[config.mk]
export PLATFORM = sky130hd
export DESIGN_NAME = pooled_doubly_linked_list_top_flat
export DESIGN_NICKNAME = d
export VERILOG_FILES = /design/src/hdl/pdl_pkg.sv /design/src/hdl/pdl_if.sv /design/src/hdl/pdl_ram.sv /design/src/hdl/pooled_doubly_linked_list_top.sv /design/src/flat_wrapper.sv
export SDC_FILE = /design/constraint.sdc
export NUM_CORES = 2
export LEC_CHECK = 0
export BUFFER_PORTS_ARGS = -buffer_cell sky130_fd_sc_hd__buf_2
export CORE_ASPECT_RATIO = 0.6
export CORE_MARGIN = 5
export CORE_UTILIZATION = 30
export DETAILED_ROUTE_END_ITERATION = 10
export GPL_TIMING_DRIVEN = 0
export HOLD_SLACK_MARGIN = 0.1
export PLACE_DENSITY_LB_ADDON = 0.2
export SLEW_MARGIN = 10
export SYNTH_ARGS = -nofsm -noshare
export SYNTH_HDL_FRONTEND = slang
export SYNTH_HIERARCHICAL = 1
export SYNTH_SLANG_ARGS = --single-unit
[constraint.sdc]
create_clock -name i_clk -period 7.9 [get_ports i_clk]
set_input_delay 0.395 -clock i_clk [delete_from_list [all_inputs] [get_ports i_clk]]
set_output_delay 0.395 -clock i_clk [all_outputs]
set_load 0.05 [all_outputs]
[src/hdl/pdl_pkg.sv]
// Package for the pooled doubly linked list block.
// Holds the widths, codes, state and result types shared by the interfaces and the top level.
// Has no dependencies.
package pdl_pkg;

    localparam int POOL_SIZE = 64;
    localparam int IDX_W     = 6;
    localparam int NODE_W    = 7;
    localparam int DATA_W    = 32;
    localparam int MODE_W    = 3;
    localparam int STATUS_W  = 2;

    localparam logic [NODE_W-1:0] NIL = NODE_W'(POOL_SIZE);

    typedef enum logic [MODE_W-1:0] {
        MODE_PUSH_FRONT = 3'd0,
        MODE_PUSH_BACK  = 3'd1,
        MODE_POP_FRONT  = 3'd2,
        MODE_POP_BACK   = 3'd3,
        MODE_INS_BEFORE = 3'd4,
        MODE_INS_AFTER  = 3'd5,
        MODE_REMOVE     = 3'd6,
        MODE_GET_NTH    = 3'd7
    } t_mode;

    typedef enum logic [STATUS_W-1:0] {
        ST_OK    = 2'd0,
        ST_FULL  = 2'd1,
        ST_EMPTY = 2'd2,
        ST_BAD   = 2'd3
    } t_status;

    typedef enum logic [1:0] {
        OP_PUSH_EMPTY,
        OP_INS_BEFORE,
        OP_INS_AFTER,
        OP_RELEASE
    } t_op;

    typedef enum logic [2:0] {
        S_IDLE,
        S_RD,
        S_WR1,
        S_WR2,
        S_WALK,
        S_STEP,
        S_FETCH,
        S_EMIT
    } t_state;

    typedef struct packed {
        t_status             status;
        logic [NODE_W-1:0]   node_index;
        logic [DATA_W-1:0]   data_out;
        logic [NODE_W-1:0]   list_length;
    } t_result;

endpackage

[src/hdl/pdl_if.sv]
// Valid/ready channel interfaces for the list manager's request and response items.
// Depends on pdl_pkg for field widths.
interface pdl_req_if;
    logic                          valid;
    logic                          ready;
    logic [pdl_pkg::MODE_W-1:0]    mode;
    logic [pdl_pkg::IDX_W-1:0]     target_node;
    logic [pdl_pkg::IDX_W-1:0]     position;
    logic [pdl_pkg::DATA_W-1:0]    data_in;

    modport source (output valid, mode, target_node, position, data_in, input ready);
    modport sink   (input valid, mode, target_node, position, data_in, output ready);
endinterface

interface pdl_rsp_if;
    logic                          valid;
    logic                          ready;
    logic [pdl_pkg::STATUS_W-1:0]  status;
    logic [pdl_pkg::NODE_W-1:0]    node_index;
    logic [pdl_pkg::DATA_W-1:0]    data_out;
    logic [pdl_pkg::NODE_W-1:0]    list_length;

    modport source (output valid, status, node_index, data_out, list_length, input ready);
    modport sink   (input valid, status, node_index, data_out, list_length, output ready);
endinterface

[src/hdl/pdl_ram.sv]
// Generic simple dual-port RAM: one write port, one read port, registered read data.
// No dependencies.
module pdl_ram #(
    parameter int WIDTH = 8,
    parameter int DEPTH = 64
) (
    input  logic                     i_clk,
    input  logic                     i_we,
    input  logic [$clog2(DEPTH)-1:0] i_waddr,
    input  logic [WIDTH-1:0]         i_wdata,
    input  logic [$clog2(DEPTH)-1:0] i_raddr,
    output logic [WIDTH-1:0]         o_rdata
);
    logic [WIDTH-1:0] mem [DEPTH];
    logic [WIDTH-1:0] r_rdata;

    always_ff @(posedge i_clk) begin
        if (i_we) begin
            mem[i_waddr] <= i_wdata;
        end
        r_rdata <= mem[i_raddr];
    end

    assign o_rdata = r_rdata;
endmodule

[src/hdl/pooled_doubly_linked_list_top.sv]
// Pooled doubly linked list manager: one list over a pool of 64 nodes, links, payloads and the
// free-node chain in single-port-read RAMs. One item is taken at a time: after S_RD, a rejected
// item goes straight to S_EMIT, pushes on an empty list, pops and removes pass S_WR1, inserts
// and pushes on a non-empty list pass S_WR1 and S_WR2, and get nth alternates S_WALK and S_STEP
// per position step, reading one link each, before S_FETCH; S_EMIT waits while a response is held.
// Never-allocated nodes are handed out in index order from a counter, so no RAM needs clearing.
// Depends on pdl_pkg, pdl_if and pdl_ram.
module pooled_doubly_linked_list_top (
    input  logic      i_clk,
    input  logic      i_rst_n,
    pdl_req_if.sink   i_req,
    pdl_rsp_if.source o_rsp
);
    localparam int IW = pdl_pkg::IDX_W;
    localparam int NW = pdl_pkg::NODE_W;
    localparam int DW = pdl_pkg::DATA_W;

    pdl_pkg::t_state  r_state, n_state;
    pdl_pkg::t_mode   r_mode, n_mode;
    pdl_pkg::t_op     r_op, n_op;
    logic [IW-1:0]    r_tgt, n_tgt;
    logic [IW-1:0]    r_pos, n_pos;
    logic [DW-1:0]    r_data, n_data;
    logic [IW-1:0]    r_t, n_t;
    logic [IW-1:0]    r_n, n_n;
    logic [NW-1:0]    r_link, n_link;
    logic [IW-1:0]    r_cur, n_cur;
    logic [IW-1:0]    r_cnt, n_cnt;
    logic [NW-1:0]    r_head, n_head;
    logic [NW-1:0]    r_tail, n_tail;
    logic [NW-1:0]    r_count, n_count;
    logic [NW-1:0]    r_free_head, n_free_head;
    logic [NW-1:0]    r_fresh, n_fresh;
    logic [pdl_pkg::POOL_SIZE-1:0] r_live, n_live;
    pdl_pkg::t_result r_res, n_res;
    pdl_pkg::t_result r_out, n_out;
    logic             r_out_valid, n_out_valid;

    logic          next_we, prev_we, pay_we, fn_we;
    logic [IW-1:0] next_waddr, prev_waddr, pay_waddr, fn_waddr;
    logic [NW-1:0] next_wdata, prev_wdata, fn_wdata;
    logic [DW-1:0] pay_wdata;
    logic [IW-1:0] rd_addr;
    logic [NW-1:0] next_rdata, prev_rdata, fn_rdata;
    logic [DW-1:0] pay_rdata;

    logic          full, head_live, tail_live, tgt_live;
    logic [IW-1:0] alloc_n;
    logic [NW-1:0] alloc_next;

    pdl_ram #(.WIDTH(NW), .DEPTH(pdl_pkg::POOL_SIZE)) u_next_ram (
        .i_clk(i_clk), .i_we(next_we), .i_waddr(next_waddr), .i_wdata(next_wdata),
        .i_raddr(rd_addr), .o_rdata(next_rdata)
    );
    pdl_ram #(.WIDTH(NW), .DEPTH(pdl_pkg::POOL_SIZE)) u_prev_ram (
        .i_clk(i_clk), .i_we(prev_we), .i_waddr(prev_waddr), .i_wdata(prev_wdata),
        .i_raddr(rd_addr), .o_rdata(prev_rdata)
    );
    pdl_ram #(.WIDTH(DW), .DEPTH(pdl_pkg::POOL_SIZE)) u_pay_ram (
        .i_clk(i_clk), .i_we(pay_we), .i_waddr(pay_waddr), .i_wdata(pay_wdata),
        .i_raddr(rd_addr), .o_rdata(pay_rdata)
    );
    // Free chain; only entries of released nodes are ever read.
    pdl_ram #(.WIDTH(NW), .DEPTH(pdl_pkg::POOL_SIZE)) u_fn_ram (
        .i_clk(i_clk), .i_we(fn_we), .i_waddr(fn_waddr), .i_wdata(fn_wdata),
        .i_raddr(r_free_head[IW-1:0]), .o_rdata(fn_rdata)
    );

    assign full      = (r_count >= pdl_pkg::NIL) || (r_free_head == pdl_pkg::NIL);
    // The head and the tail are always live nodes unless they are none.
    assign head_live = (r_head != pdl_pkg::NIL);
    assign tail_live = (r_tail != pdl_pkg::NIL);
    assign tgt_live  = r_live[r_tgt];
    assign alloc_n   = r_free_head[IW-1:0];
    // A head equal to the fresh counter has never been allocated, so its successor is implicit.
    assign alloc_next = (r_free_head == r_fresh) ? r_free_head + NW'(1) : fn_rdata;

    assign i_req.ready       = (r_state == pdl_pkg::S_IDLE);
    assign o_rsp.valid       = r_out_valid;
    assign o_rsp.status      = r_out.status;
    assign o_rsp.node_index  = r_out.node_index;
    assign o_rsp.data_out    = r_out.data_out;
    assign o_rsp.list_length = r_out.list_length;

    always_comb begin
        n_state     = r_state;
        n_mode      = r_mode;
        n_op        = r_op;
        n_tgt       = r_tgt;
        n_pos       = r_pos;
        n_data      = r_data;
        n_t         = r_t;
        n_n         = r_n;
        n_link      = r_link;
        n_cur       = r_cur;
        n_cnt       = r_cnt;
        n_head      = r_head;
        n_tail      = r_tail;
        n_count     = r_count;
        n_free_head = r_free_head;
        n_fresh     = r_fresh;
        n_live      = r_live;
        n_res       = r_res;
        n_out       = r_out;
        n_out_valid = r_out_valid && !o_rsp.ready;
        next_we     = 1'b0;
        prev_we     = 1'b0;
        pay_we      = 1'b0;
        fn_we       = 1'b0;
        next_waddr  = '0;
        prev_waddr  = '0;
        pay_waddr   = '0;
        fn_waddr    = '0;
        next_wdata  = '0;
        prev_wdata  = '0;
        pay_wdata   = '0;
        fn_wdata    = '0;
        rd_addr     = r_cur;

        unique case (r_state)
            pdl_pkg::S_IDLE: begin
                if (i_req.valid) begin
                    n_mode  = pdl_pkg::t_mode'(i_req.mode);
                    n_tgt   = i_req.target_node;
                    n_pos   = i_req.position;
                    n_data  = i_req.data_in;
                    n_state = pdl_pkg::S_RD;
                end
            end
            pdl_pkg::S_RD: begin
                n_res.status      = pdl_pkg::ST_OK;
                n_res.node_index  = pdl_pkg::NIL;
                n_res.data_out    = '0;
                n_res.list_length = r_count;
                n_state           = pdl_pkg::S_WR1;
                unique case (r_mode) inside
                    pdl_pkg::MODE_PUSH_FRONT, pdl_pkg::MODE_PUSH_BACK: begin
                        if (full) begin
                            n_res.status = pdl_pkg::ST_FULL;
                        end else if (r_head == pdl_pkg::NIL) begin
                            n_op = pdl_pkg::OP_PUSH_EMPTY;
                        end else if (r_mode == pdl_pkg::MODE_PUSH_FRONT) begin
                            n_op = pdl_pkg::OP_INS_BEFORE;
                            n_t  = r_head[IW-1:0];
                        end else begin
                            n_op = pdl_pkg::OP_INS_AFTER;
                            n_t  = r_tail[IW-1:0];
                        end
                    end
                    pdl_pkg::MODE_POP_FRONT: begin
                        if (r_count == '0 || !head_live) begin
                            n_res.status = pdl_pkg::ST_EMPTY;
                        end else begin
                            n_op = pdl_pkg::OP_RELEASE;
                            n_t  = r_head[IW-1:0];
                        end
                    end
                    pdl_pkg::MODE_POP_BACK: begin
                        if (r_count == '0 || !tail_live) begin
                            n_res.status = pdl_pkg::ST_EMPTY;
                        end else begin
                            n_op = pdl_pkg::OP_RELEASE;
                            n_t  = r_tail[IW-1:0];
                        end
                    end
                    pdl_pkg::MODE_INS_BEFORE, pdl_pkg::MODE_INS_AFTER: begin
                        if (!tgt_live) begin
                            n_res.status = pdl_pkg::ST_BAD;
                        end else if (full) begin
                            n_res.status = pdl_pkg::ST_FULL;
                        end else begin
                            n_op = (r_mode == pdl_pkg::MODE_INS_BEFORE) ?
                                   pdl_pkg::OP_INS_BEFORE : pdl_pkg::OP_INS_AFTER;
                            n_t  = r_tgt;
                        end
                    end
                    pdl_pkg::MODE_REMOVE: begin
                        if (r_count == '0) begin
                            n_res.status = pdl_pkg::ST_EMPTY;
                        end else if (!tgt_live) begin
                            n_res.status = pdl_pkg::ST_BAD;
                        end else begin
                            n_op = pdl_pkg::OP_RELEASE;
                            n_t  = r_tgt;
                        end
                    end
                    pdl_pkg::MODE_GET_NTH: begin
                        if (r_count == '0) begin
                            n_res.status = pdl_pkg::ST_EMPTY;
                        end else if ({1'b0, r_pos} >= r_count) begin
                            n_res.status = pdl_pkg::ST_BAD;
                        end else begin
                            n_cur   = r_head[IW-1:0];
                            n_cnt   = r_pos;
                        end
                        n_state = pdl_pkg::S_WALK;
                    end
                    default: begin
                    end
                endcase
                rd_addr = n_t;
                if (n_res.status != pdl_pkg::ST_OK) begin
                    n_state = pdl_pkg::S_EMIT;
                end
            end
            pdl_pkg::S_WR1: begin
                if (r_op == pdl_pkg::OP_RELEASE) begin
                    // Unlink the node, then push it on the free chain.
                    if (prev_rdata != pdl_pkg::NIL) begin
                        next_we    = 1'b1;
                        next_waddr = prev_rdata[IW-1:0];
                        next_wdata = next_rdata;
                    end else begin
                        n_head = next_rdata;
                    end
                    if (next_rdata != pdl_pkg::NIL) begin
                        prev_we    = 1'b1;
                        prev_waddr = next_rdata[IW-1:0];
                        prev_wdata = prev_rdata;
                    end else begin
                        n_tail = prev_rdata;
                    end
                    n_live[r_t]       = 1'b0;
                    fn_we             = 1'b1;
                    fn_waddr          = r_t;
                    fn_wdata          = r_free_head;
                    n_free_head       = {1'b0, r_t};
                    n_count           = r_count - NW'(1);
                    n_res.node_index  = {1'b0, r_t};
                    n_res.data_out    = pay_rdata;
                    n_res.list_length = r_count - NW'(1);
                    n_state           = pdl_pkg::S_EMIT;
                end else begin
                    pay_we            = 1'b1;
                    pay_waddr         = alloc_n;
                    pay_wdata         = r_data;
                    n_live[alloc_n]   = 1'b1;
                    n_free_head       = alloc_next;
                    if (r_free_head == r_fresh) begin
                        n_fresh = r_fresh + NW'(1);
                    end
                    n_count           = r_count + NW'(1);
                    n_n               = alloc_n;
                    n_res.node_index  = {1'b0, alloc_n};
                    n_res.list_length = r_count + NW'(1);
                    next_we           = 1'b1;
                    prev_we           = 1'b1;
                    next_waddr        = alloc_n;
                    prev_waddr        = alloc_n;
                    n_state           = pdl_pkg::S_WR2;
                    case (r_op)
                        pdl_pkg::OP_INS_BEFORE: begin
                            prev_wdata = prev_rdata;
                            next_wdata = {1'b0, r_t};
                            n_link     = prev_rdata;
                            if (prev_rdata == pdl_pkg::NIL) begin
                                n_head = {1'b0, alloc_n};
                            end
                        end
                        pdl_pkg::OP_INS_AFTER: begin
                            next_wdata = next_rdata;
                            prev_wdata = {1'b0, r_t};
                            n_link     = next_rdata;
                            if (next_rdata == pdl_pkg::NIL) begin
                                n_tail = {1'b0, alloc_n};
                            end
                        end
                        default: begin
                            next_wdata = pdl_pkg::NIL;
                            prev_wdata = pdl_pkg::NIL;
                            n_head     = {1'b0, alloc_n};
                            n_tail     = {1'b0, alloc_n};
                            n_state    = pdl_pkg::S_EMIT;
                        end
                    endcase
                end
            end
            pdl_pkg::S_WR2: begin
                // Second half of a splice: the neighbor and the target point at the new node.
                if (r_op == pdl_pkg::OP_INS_BEFORE) begin
                    next_we    = (r_link != pdl_pkg::NIL);
                    next_waddr = r_link[IW-1:0];
                    next_wdata = {1'b0, r_n};
                    prev_we    = 1'b1;
                    prev_waddr = r_t;
                    prev_wdata = {1'b0, r_n};
                end else begin
                    prev_we    = (r_link != pdl_pkg::NIL);
                    prev_waddr = r_link[IW-1:0];
                    prev_wdata = {1'b0, r_n};
                    next_we    = 1'b1;
                    next_waddr = r_t;
                    next_wdata = {1'b0, r_n};
                end
                n_state = pdl_pkg::S_EMIT;
            end
            pdl_pkg::S_WALK: begin
                rd_addr = r_cur;
                if (r_cnt == '0) begin
                    n_state = pdl_pkg::S_FETCH;
                end else begin
                    n_cnt   = r_cnt - IW'(1);
                    n_state = pdl_pkg::S_STEP;
                end
            end
            pdl_pkg::S_STEP: begin
                n_cur   = next_rdata[IW-1:0];
                n_state = pdl_pkg::S_WALK;
            end
            pdl_pkg::S_FETCH: begin
                n_res.node_index = {1'b0, r_cur};
                n_res.data_out   = pay_rdata;
                n_state          = pdl_pkg::S_EMIT;
            end
            pdl_pkg::S_EMIT: begin
                if (!r_out_valid || o_rsp.ready) begin
                    n_out       = r_res;
                    n_out_valid = 1'b1;
                    n_state     = pdl_pkg::S_IDLE;
                end
            end
            default: begin
                n_state = pdl_pkg::S_IDLE;
            end
        endcase
    end

    always_ff @(posedge i_clk) begin
        if (!i_rst_n) begin
            r_state <= pdl_pkg::S_IDLE;
        end else begin
            r_state <= n_state;
        end
    end

    always_ff @(posedge i_clk) begin
        if (!i_rst_n) begin
            r_head      <= pdl_pkg::NIL;
            r_tail      <= pdl_pkg::NIL;
            r_count     <= '0;
            r_free_head <= '0;
            r_fresh     <= '0;
            r_live      <= '0;
            r_out_valid <= 1'b0;
        end else begin
            r_head      <= n_head;
            r_tail      <= n_tail;
            r_count     <= n_count;
            r_free_head <= n_free_head;
            r_fresh     <= n_fresh;
            r_live      <= n_live;
            r_out_valid <= n_out_valid;
        end
    end

    always_ff @(posedge i_clk) begin
        r_mode <= n_mode;
        r_op   <= n_op;
        r_tgt  <= n_tgt;
        r_pos  <= n_pos;
        r_data <= n_data;
        r_t    <= n_t;
        r_n    <= n_n;
        r_link <= n_link;
        r_cur  <= n_cur;
        r_cnt  <= n_cnt;
        r_res  <= n_res;
        r_out  <= n_out;
    end

    // The node count always equals the number of live marks.
    a_count_live: assert property (@(posedge i_clk) disable iff (!i_rst_n)
        $countones(r_live) == 32'(r_count))
        else $error("node count disagrees with live marks");

    // An allocation never takes a node that is already in the list.
    a_alloc_free: assert property (@(posedge i_clk) disable iff (!i_rst_n)
        (r_state == pdl_pkg::S_WR1 && r_op != pdl_pkg::OP_RELEASE) |-> !r_live[alloc_n])
        else $error("allocated node is live");

    // A released node is live when it is unlinked.
    a_release_live: assert property (@(posedge i_clk) disable iff (!i_rst_n)
        (r_state == pdl_pkg::S_WR1 && r_op == pdl_pkg::OP_RELEASE) |-> r_live[r_t])
        else $error("released node is not live");

endmodule

[src/flat_wrapper.sv]
// flat-port wrapper written by rule: the top's interface ports become plain ports
module pooled_doubly_linked_list_top_flat 
  (i_clk, i_rst_n, i_req_valid, i_req_mode, i_req_target_node, i_req_position, i_req_data_in, i_req_ready, o_rsp_valid, o_rsp_status, o_rsp_node_index, o_rsp_data_out, o_rsp_list_length, o_rsp_ready);
  pdl_req_if i_req_i ();
  pdl_rsp_if o_rsp_i ();
  input  logic i_clk;
  input  logic i_rst_n;
  input wire logic [$bits(i_req_i.valid)-1:0] i_req_valid;
  input wire logic [$bits(i_req_i.mode)-1:0] i_req_mode;
  input wire logic [$bits(i_req_i.target_node)-1:0] i_req_target_node;
  input wire logic [$bits(i_req_i.position)-1:0] i_req_position;
  input wire logic [$bits(i_req_i.data_in)-1:0] i_req_data_in;
  output wire logic [$bits(i_req_i.ready)-1:0] i_req_ready;
  output wire logic [$bits(o_rsp_i.valid)-1:0] o_rsp_valid;
  output wire logic [$bits(o_rsp_i.status)-1:0] o_rsp_status;
  output wire logic [$bits(o_rsp_i.node_index)-1:0] o_rsp_node_index;
  output wire logic [$bits(o_rsp_i.data_out)-1:0] o_rsp_data_out;
  output wire logic [$bits(o_rsp_i.list_length)-1:0] o_rsp_list_length;
  input wire logic [$bits(o_rsp_i.ready)-1:0] o_rsp_ready;
  assign i_req_i.valid = i_req_valid;
  assign i_req_i.mode = i_req_mode;
  assign i_req_i.target_node = i_req_target_node;
  assign i_req_i.position = i_req_position;
  assign i_req_i.data_in = i_req_data_in;
  assign i_req_ready = i_req_i.ready;
  assign o_rsp_valid = o_rsp_i.valid;
  assign o_rsp_status = o_rsp_i.status;
  assign o_rsp_node_index = o_rsp_i.node_index;
  assign o_rsp_data_out = o_rsp_i.data_out;
  assign o_rsp_list_length = o_rsp_i.list_length;
  assign o_rsp_i.ready = o_rsp_ready;
  pooled_doubly_linked_list_top u_core (.i_clk(i_clk), .i_rst_n(i_rst_n), .i_req(i_req_i), .o_rsp(o_rsp_i));
endmodule
Yosys cells after proc, flatten, opt, wreduce, memory -nomap -nowiden. Memory sizes are Yosys's and may differ from the RTL's. A register that Yosys moved wholly into a read port is not among the register bits. Index checks and enable logic that the tools add are counted.

Register bits after elaboration: 279. Latch bits: 0. Bits in writable memories: 3392. ROM bits: 0. Output and inout bits: 50. Memories: 4.

Add/sub/neg operators: 5. Multipliers: 0. Divide/modulo/power cells: 0. $lt $le $gt $ge: 7. Eq/ne operators: 47. Shift-type cells: 0. Mux-type cells: 118. Bitwise operators: 4. Reduce and logical (&&, ||, !) cells: 38.

Memory list: u_core.u_pay_ram.mem (depth 64, width 32, rd ports 1, clocked after Yosys merged registers in 1, write ports 1, line pdl_ram.sv:14) `logic [WIDTH-1:0] mem [DEPTH];`; u_core.u_fn_ram.mem (depth 64, width 7, rd ports 1, clocked after Yosys merged registers in 1, write ports 1, line pdl_ram.sv:14); u_core.u_next_ram.mem (depth 64, width 7, rd ports 1, clocked after Yosys merged registers in 1, write ports 1, line pdl_ram.sv:14); u_core.u_prev_ram.mem (depth 64, width 7, rd ports 1, clocked after Yosys merged registers in 1, write ports 1, line pdl_ram.sv:14).

Operators with widths (number): $mux 6 (28); $pmux 39 s3 (1); $pmux 7 s2 (8); $mux 7 (15); $mux 32 (3); $and 64x64->64 (1); $mux 64 (1); $not 64->64 (1); $or 64x64->64 (1); $pmux 6 s2 (4); $mux 2 (19); $ne 7x7->1 const B (5); $pmux 6 s5 (1); $eq 7x7->1 const B (4); $eq 3x3->1 const B (8); $mux 1 (24); $ne 2x2->1 const B (11); $add 7x1->7 const B (3); $lt 6x7->1 const B (3); $pmux 3 s7 (1); $mux 3 (6); $ne 2x1->1 const B (7); $demux 1 s6 (2); $eq 3x2->1 const B (4); other kinds (30) (58).

Depth between registers and ports, before layout.
Depth in word-level cells: 9. Gate-level depth with buffers: 21.

By module. Netlist, hierarchy kept.

By module, submodules not included: pdl_ram at u_core.u_pay_ram (instances 1, cells an instance 3324, area an instance 78515.3 sq um); pdl_ram at u_core.u_next_ram ... (instances 2, cells an instance 827, area an instance 17635.7 sq um); pdl_ram at u_core.u_fn_ram (instances 1, cells an instance 837, area an instance 17673.2 sq um); pooled_doubly_linked_list_top (instances 1, cells an instance 1282, area an instance 13385.3 sq um).

Worst setup path after synthesis. No wires, ideal clock.

Kind: reg-to-reg. Start: register u_core.r_free_head[0]. End: register u_core.u_pay_ram.r_rdata[13] (netlist: u_core/u_pay_ram/o_rdata[13]) (read register of u_core.u_pay_ram.mem). Setup time: 0.117 ns. Arrival time: 4.832 ns. Data required time: 7.783 ns. Path slack: 2.951 ns. Stages on the path, launching flop included: 18. Path buffers: 5. Path through: dfxtp_1 -> clkbuf_1 -> clkinv_1 -> ha_1 -> a41oi_1 -> clkbuf_1 -> a21oi_1 -> a311o_1 -> o221ai_1 -> a21oi_1 -> o31ai_1 -> buf_2 -> clkbuf_1 -> clkbuf_1 -> mux4_2 -> mux4_2 -> o22ai_1 -> nor2_1.

Cells in the longest elaborated chain, start to end: 6.

Ends and longest elaborated chain: start, declared (line pooled_doubly_linked_list_top.sv:32) `logic [NW-1:0] r_free_head, n_free_head;`; start signal, assigned (line pooled_doubly_linked_list_top.sv:349) `r_free_head <= n_free_head;`; $eq 7x7->1 (*) (line pooled_doubly_linked_list_top.sv:69) `assign full = (r_count >= pdl_pkg::NIL) || (r_free_head == pdl_pkg::NIL);`; $logic_or 1x1->1 (*) (line pooled_doubly_linked_list_top.sv:69); $mux 6 (line pooled_doubly_linked_list_top.sv:169) `end else if (full) begin`; $mux 6 (line pooled_doubly_linked_list_top.sv:167) `if (!tgt_live) begin`; $pmux 6 s5 (*) (line pooled_doubly_linked_list_top.sv:136) `unique case (r_mode) inside`; $mux 6 (*) (line pooled_doubly_linked_list_top.sv:120) `unique case (r_state)`; named net u_core.rd_addr[1] (line pooled_doubly_linked_list_top.sv:43) `logic [IW-1:0] rd_addr;`; end, declared (line pdl_ram.sv:15) `logic [WIDTH-1:0] r_rdata;`.

Mark *: on every way through the listed nets, which the timed path passes. The rest lies on a longest branch. A chain may end at the register's enable or synchronous reset.

Worst setup path in the final report.
Start: register u_core.r_free_head[0]. End: register u_core.u_pay_ram.r_rdata[5] (netlist: u_core/u_pay_ram/o_rdata[5]) (read register of u_core.u_pay_ram.mem).

The elaborated chain is that of the path after synthesis.

==> results.json <==
{
  "fmax_mhz": 128,
  "synth_area_um2": 145000,
  "vias_per_cell": 5.49,
  "die_area_um2": 497000,
  "wl_met2_um": 189000,
  "core-area_um2": 480000,
  "drc": 0,
  "skew_ns": 0.0781,
  "path_cells": "clkbuf_2 > clkinvlp_4 > ha_1 > a41oi_2 > clkbuf_1 > a21oi_1 > a311o_1 > o221ai_1 > a21oi_1 > o31ai_4 > buf_8 > buf_2 > buf_2 > buf_2 > clkbuf_2 > mux4_2 > o22ai_1 > nor2_1 > a21oi_1 > nor2_1",
  "crit_fanout": 10,
  "min_period_ns": 7.80,
  "finalPower_uw": 62300,
  "wl_met3_um": 57000,
  "reg2reg_from": "u_core/r_free_head[0]",
  "max_stage_delay_ns": 0.81,
  "cp.arrival_ns": 8.64,
  "min-delay-start": "i_req_data_in[20]",
  "synth_top_area_share": 0.740,
  "grt_pass1_vias": 76700,
  "synth_top_flop_cell": "edfxtp_1",
  "io-pin-count": 101,
  "hold_ws_ns": 0.289,
  "critPathLaunchType": "flip-flop",
  "gp_congestion": 0.924,
  "ys_ff_latch": 3724,
  "numCtsBuffers": 373,
  "cp-end-kind": "flip-flop",
  "max-cap-violations": 0,
  "port_buffers": 100,
  "rows": 197,
  "synth_cell_type_count": 79,
  "required_ns": 8.74,
  "hold_class": "input port to flip-flop",
  "cts_root_buf": "clkbuf_16",
  "tightest_slew_ns": 1.43,
  "ys_top_cells_by_area": "edfxtp_1 (74%), mux4_2 (14%), dfxtp_1 (2.2%)",
  "met1Wirelength_um": 231000,
  "startpoint": "u_core/r_free_head[0]",
  "peakVddDrop_v": 0.000280,
  "nets": 7941,
  "path_clk_slew_ns": 0.06,
  "rsz0062_at_grt": "no",
  "cts_tree": "done",
  "clockBufferDepth": 4,
  "top_layer": "met5",
  "synth_top_cell_by_area": "edfxtp_1",
  "async_reset_ff_frac": 0,
  "antenna_found_initial": 38,
  "wl_um": 487000,
  "area_delta_synth_final_pct": 18.6,
  "yosysSeqAreaShare": 0.761,
  "vias": 79900,
  "die_x_um": 907,
  "wl_per_cell_um": 33.5,
  "setup_viol": 0,
  "grt_use_total": 0.191,
  "outcome": "finished clean",
  "synth_edf_count": 3568,
  "grt-ovfl-total": 0,
  "post-route-worst-setup-slack_ns": 0.0952,
  "first_pass_iters": 8,
  "start_util": 0.302,
  "htree_levels": 5,
  "period_share": 0.988,
  "cpMaxStageDelayCell": "nor2_1",
  "grt_pass1_wl_um": 661000,
  "ys_warn_count": 6,
  "place_hpwl_um": 345000,
  "pre_cts_ws_ns": -1.72,
  "drt_first_iter_violations": 12500,
  "cellLeakagePower_uw": 0.0528,
  "drive_gt1_frac": 0.268,
  "die_h_um": 548,
  "clock_sinks": 3724,
  "relSlewSlack": 0.0496,
  "critPathKind": "flip-flop to flip-flop",
  "synth_cells": 7097,
  "finalHoldViolations": 0,
  "insertion_delay_ns": 1.00,
  "drv_slew": 0,
  "syn-num-nets": 7168,
  "antenna_left": 0,
  "powerDensity_nw_per_um2": 363,
  "avgSynthCellArea_um2": 20.4,
  "grt_max_degree": 65
}
[what timing repair did]
action	CTS	global route
setup buffers	2	0
hold buffers	92	0
endpoints found under the setup margin	32	24
pin swaps	2	0
endpoints found under the hold margin	104	0
resized for setup	51	9
[power by group]
group / switching [uW] / total [uW] / internal (uW) / leakage, uW
logic: 13800 / 20500 / 6630 / 0.0134
registers: 422 / 23600 / 23200 / 0.0334
clock network: 7880 / 18300 / 10400 / 0.00603
[critical path, delay by kind of cell (launching register included)]
kind | cells | cell delay (ns)
buffers and inverters | 8 | 3.20
AO/OA/AOI/OAI | 8 | 2.17
AND/OR/NAND/NOR | 2 | 1.11
flip-flops | 1 | 0.45
multiplexers | 1 | 0.32
adder cells (fa/ha/maj) | 1 | 0.30
[registers in the layout (all words and copies together) (netlist names), 32 cells and up]
signal                    flops
u_core/r_live                64
u_core/r_data                32
u_core/u_prev_ram/mem       448
u_core/r_res                 48
u_core/u_pay_ram/mem       2048
u_core/u_pay_ram/o_rdata     32
u_core/u_next_ram/mem       448
u_core/u_fn_ram/mem         448
u_core/o_rsp.data_out        32
[layout make-up]
cell class / count / area (um^2)
Inverter: 38 / 146
Sequential cell: 3724 / 110000
Antenna cell: 10 / 25.0
Multi-Input combinational cell: 2925 / 33400
Tap cell: 6368 / 7970
Buffer: 408 / 2090
Fill cell: 44000 / 309000
Timing Repair Buffer: 400 / 5480
Clock inverter: 230 / 2530
Clock buffer: 457 / 9850
[cells in the final DEF (no fill, tap or decap), types with 30 or more instances in the layout]
master / count
o21ai_0: 93
buf_16: 36
bufinv_16: 44
nand3_1: 57
buf_4: 62
buf_12: 137
a21oi_1: 162
o221ai_1: 54
a22oi_1: 51
clkbuf_2: 31
dlygate4sd3_1: 92
mux2i_1: 169
a211oi_1: 30
nand2_1: 142
inv_1: 35
and2_1: 49
nor2b_1: 46
mux4_2: 887
buf_6: 30
nor2_4: 77
clkinv_2: 63
clkbuf_16: 377
edfxtp_1: 3568
o22ai_1: 129
clkbuf_1: 255
nor3_1: 45
buf_2: 206
clkinv_1: 70
nor2_1: 413
dfxtp_1: 155
[final timing paths]
check        slack (ns)                          end  cells past startpoint
max                 0.1  u_core/u_pay_ram/o_rdata[5]                     20
min                0.29            u_core/r_data[20]                      2
max reg2reg         0.1  u_core/u_pay_ram/o_rdata[5]                     20
min reg2reg        0.38     u_core/o_rsp.data_out[4]                      0
[through the flow]
| stage | util | instance area, um^2 | setup TNS [ns] | std cells |
|---|---|---|---|---|
| floorplan | - | 145000 | 0 | 7097 |
| global placement | 0.319 | 153000 | -798.87 | 13600 |
| detailed placement | 0.329 | 158000 | -34.87 | 13800 |
| CTS | 0.357 | 172000 | 0 | 14600 |
| global route | 0.357 | 172000 | 0 | 14600 |
| finish | 0.357 | 172000 | 0 | 14600 |
[cell families (layout without fill, tap and decap cells)]
| kind of cell | after synthesis | count (layout) | synth area share |
|---|---|---|---|
| compound gates | 720 | 720 | 0.0333 |
| buf+inv | 448 | 1533 | 0.0150 |
| xor+xnor | 25 | 25 | 0.00151 |
| fa+ha+maj | 20 | 20 | 0.00178 |
| mux | 1087 | 1087 | 0.152 |
| simple gates | 1073 | 1073 | 0.0349 |
| flops | 3724 | 3724 | 0.761 |
| other cells | 0 | 10 | 0 |
[cells in the mapped netlist (all sizes together), types with 13 or more instances]
master,number
edfxtp,3568
mux4,888
nor2,506
clkbuf,215
buf,195
a21oi,175
mux2i,170
dfxtp,156
nand2,144
o22ai,129
o21ai,108
nor3,61
and3,60
nand3,57
o221ai,55
a22oi,52
and2,50
nor2b,46
inv,36
a211oi,32
a311oi,30
mux2,29
nand2b,29
o31ai,28
nand3b,23
a221oi,19
ha,19
a22o,17
xnor2,16
nand4,15
or2,14
or3b,14
or3,13
[per-layer routing]
metal	track usage	vias up
met4	0.0393	4
met3	0.0523	547
li1	-	31100
met2	0.248	4400
met5	0	-
met1	0.311	43900
(Power assumes the default switching activity.)
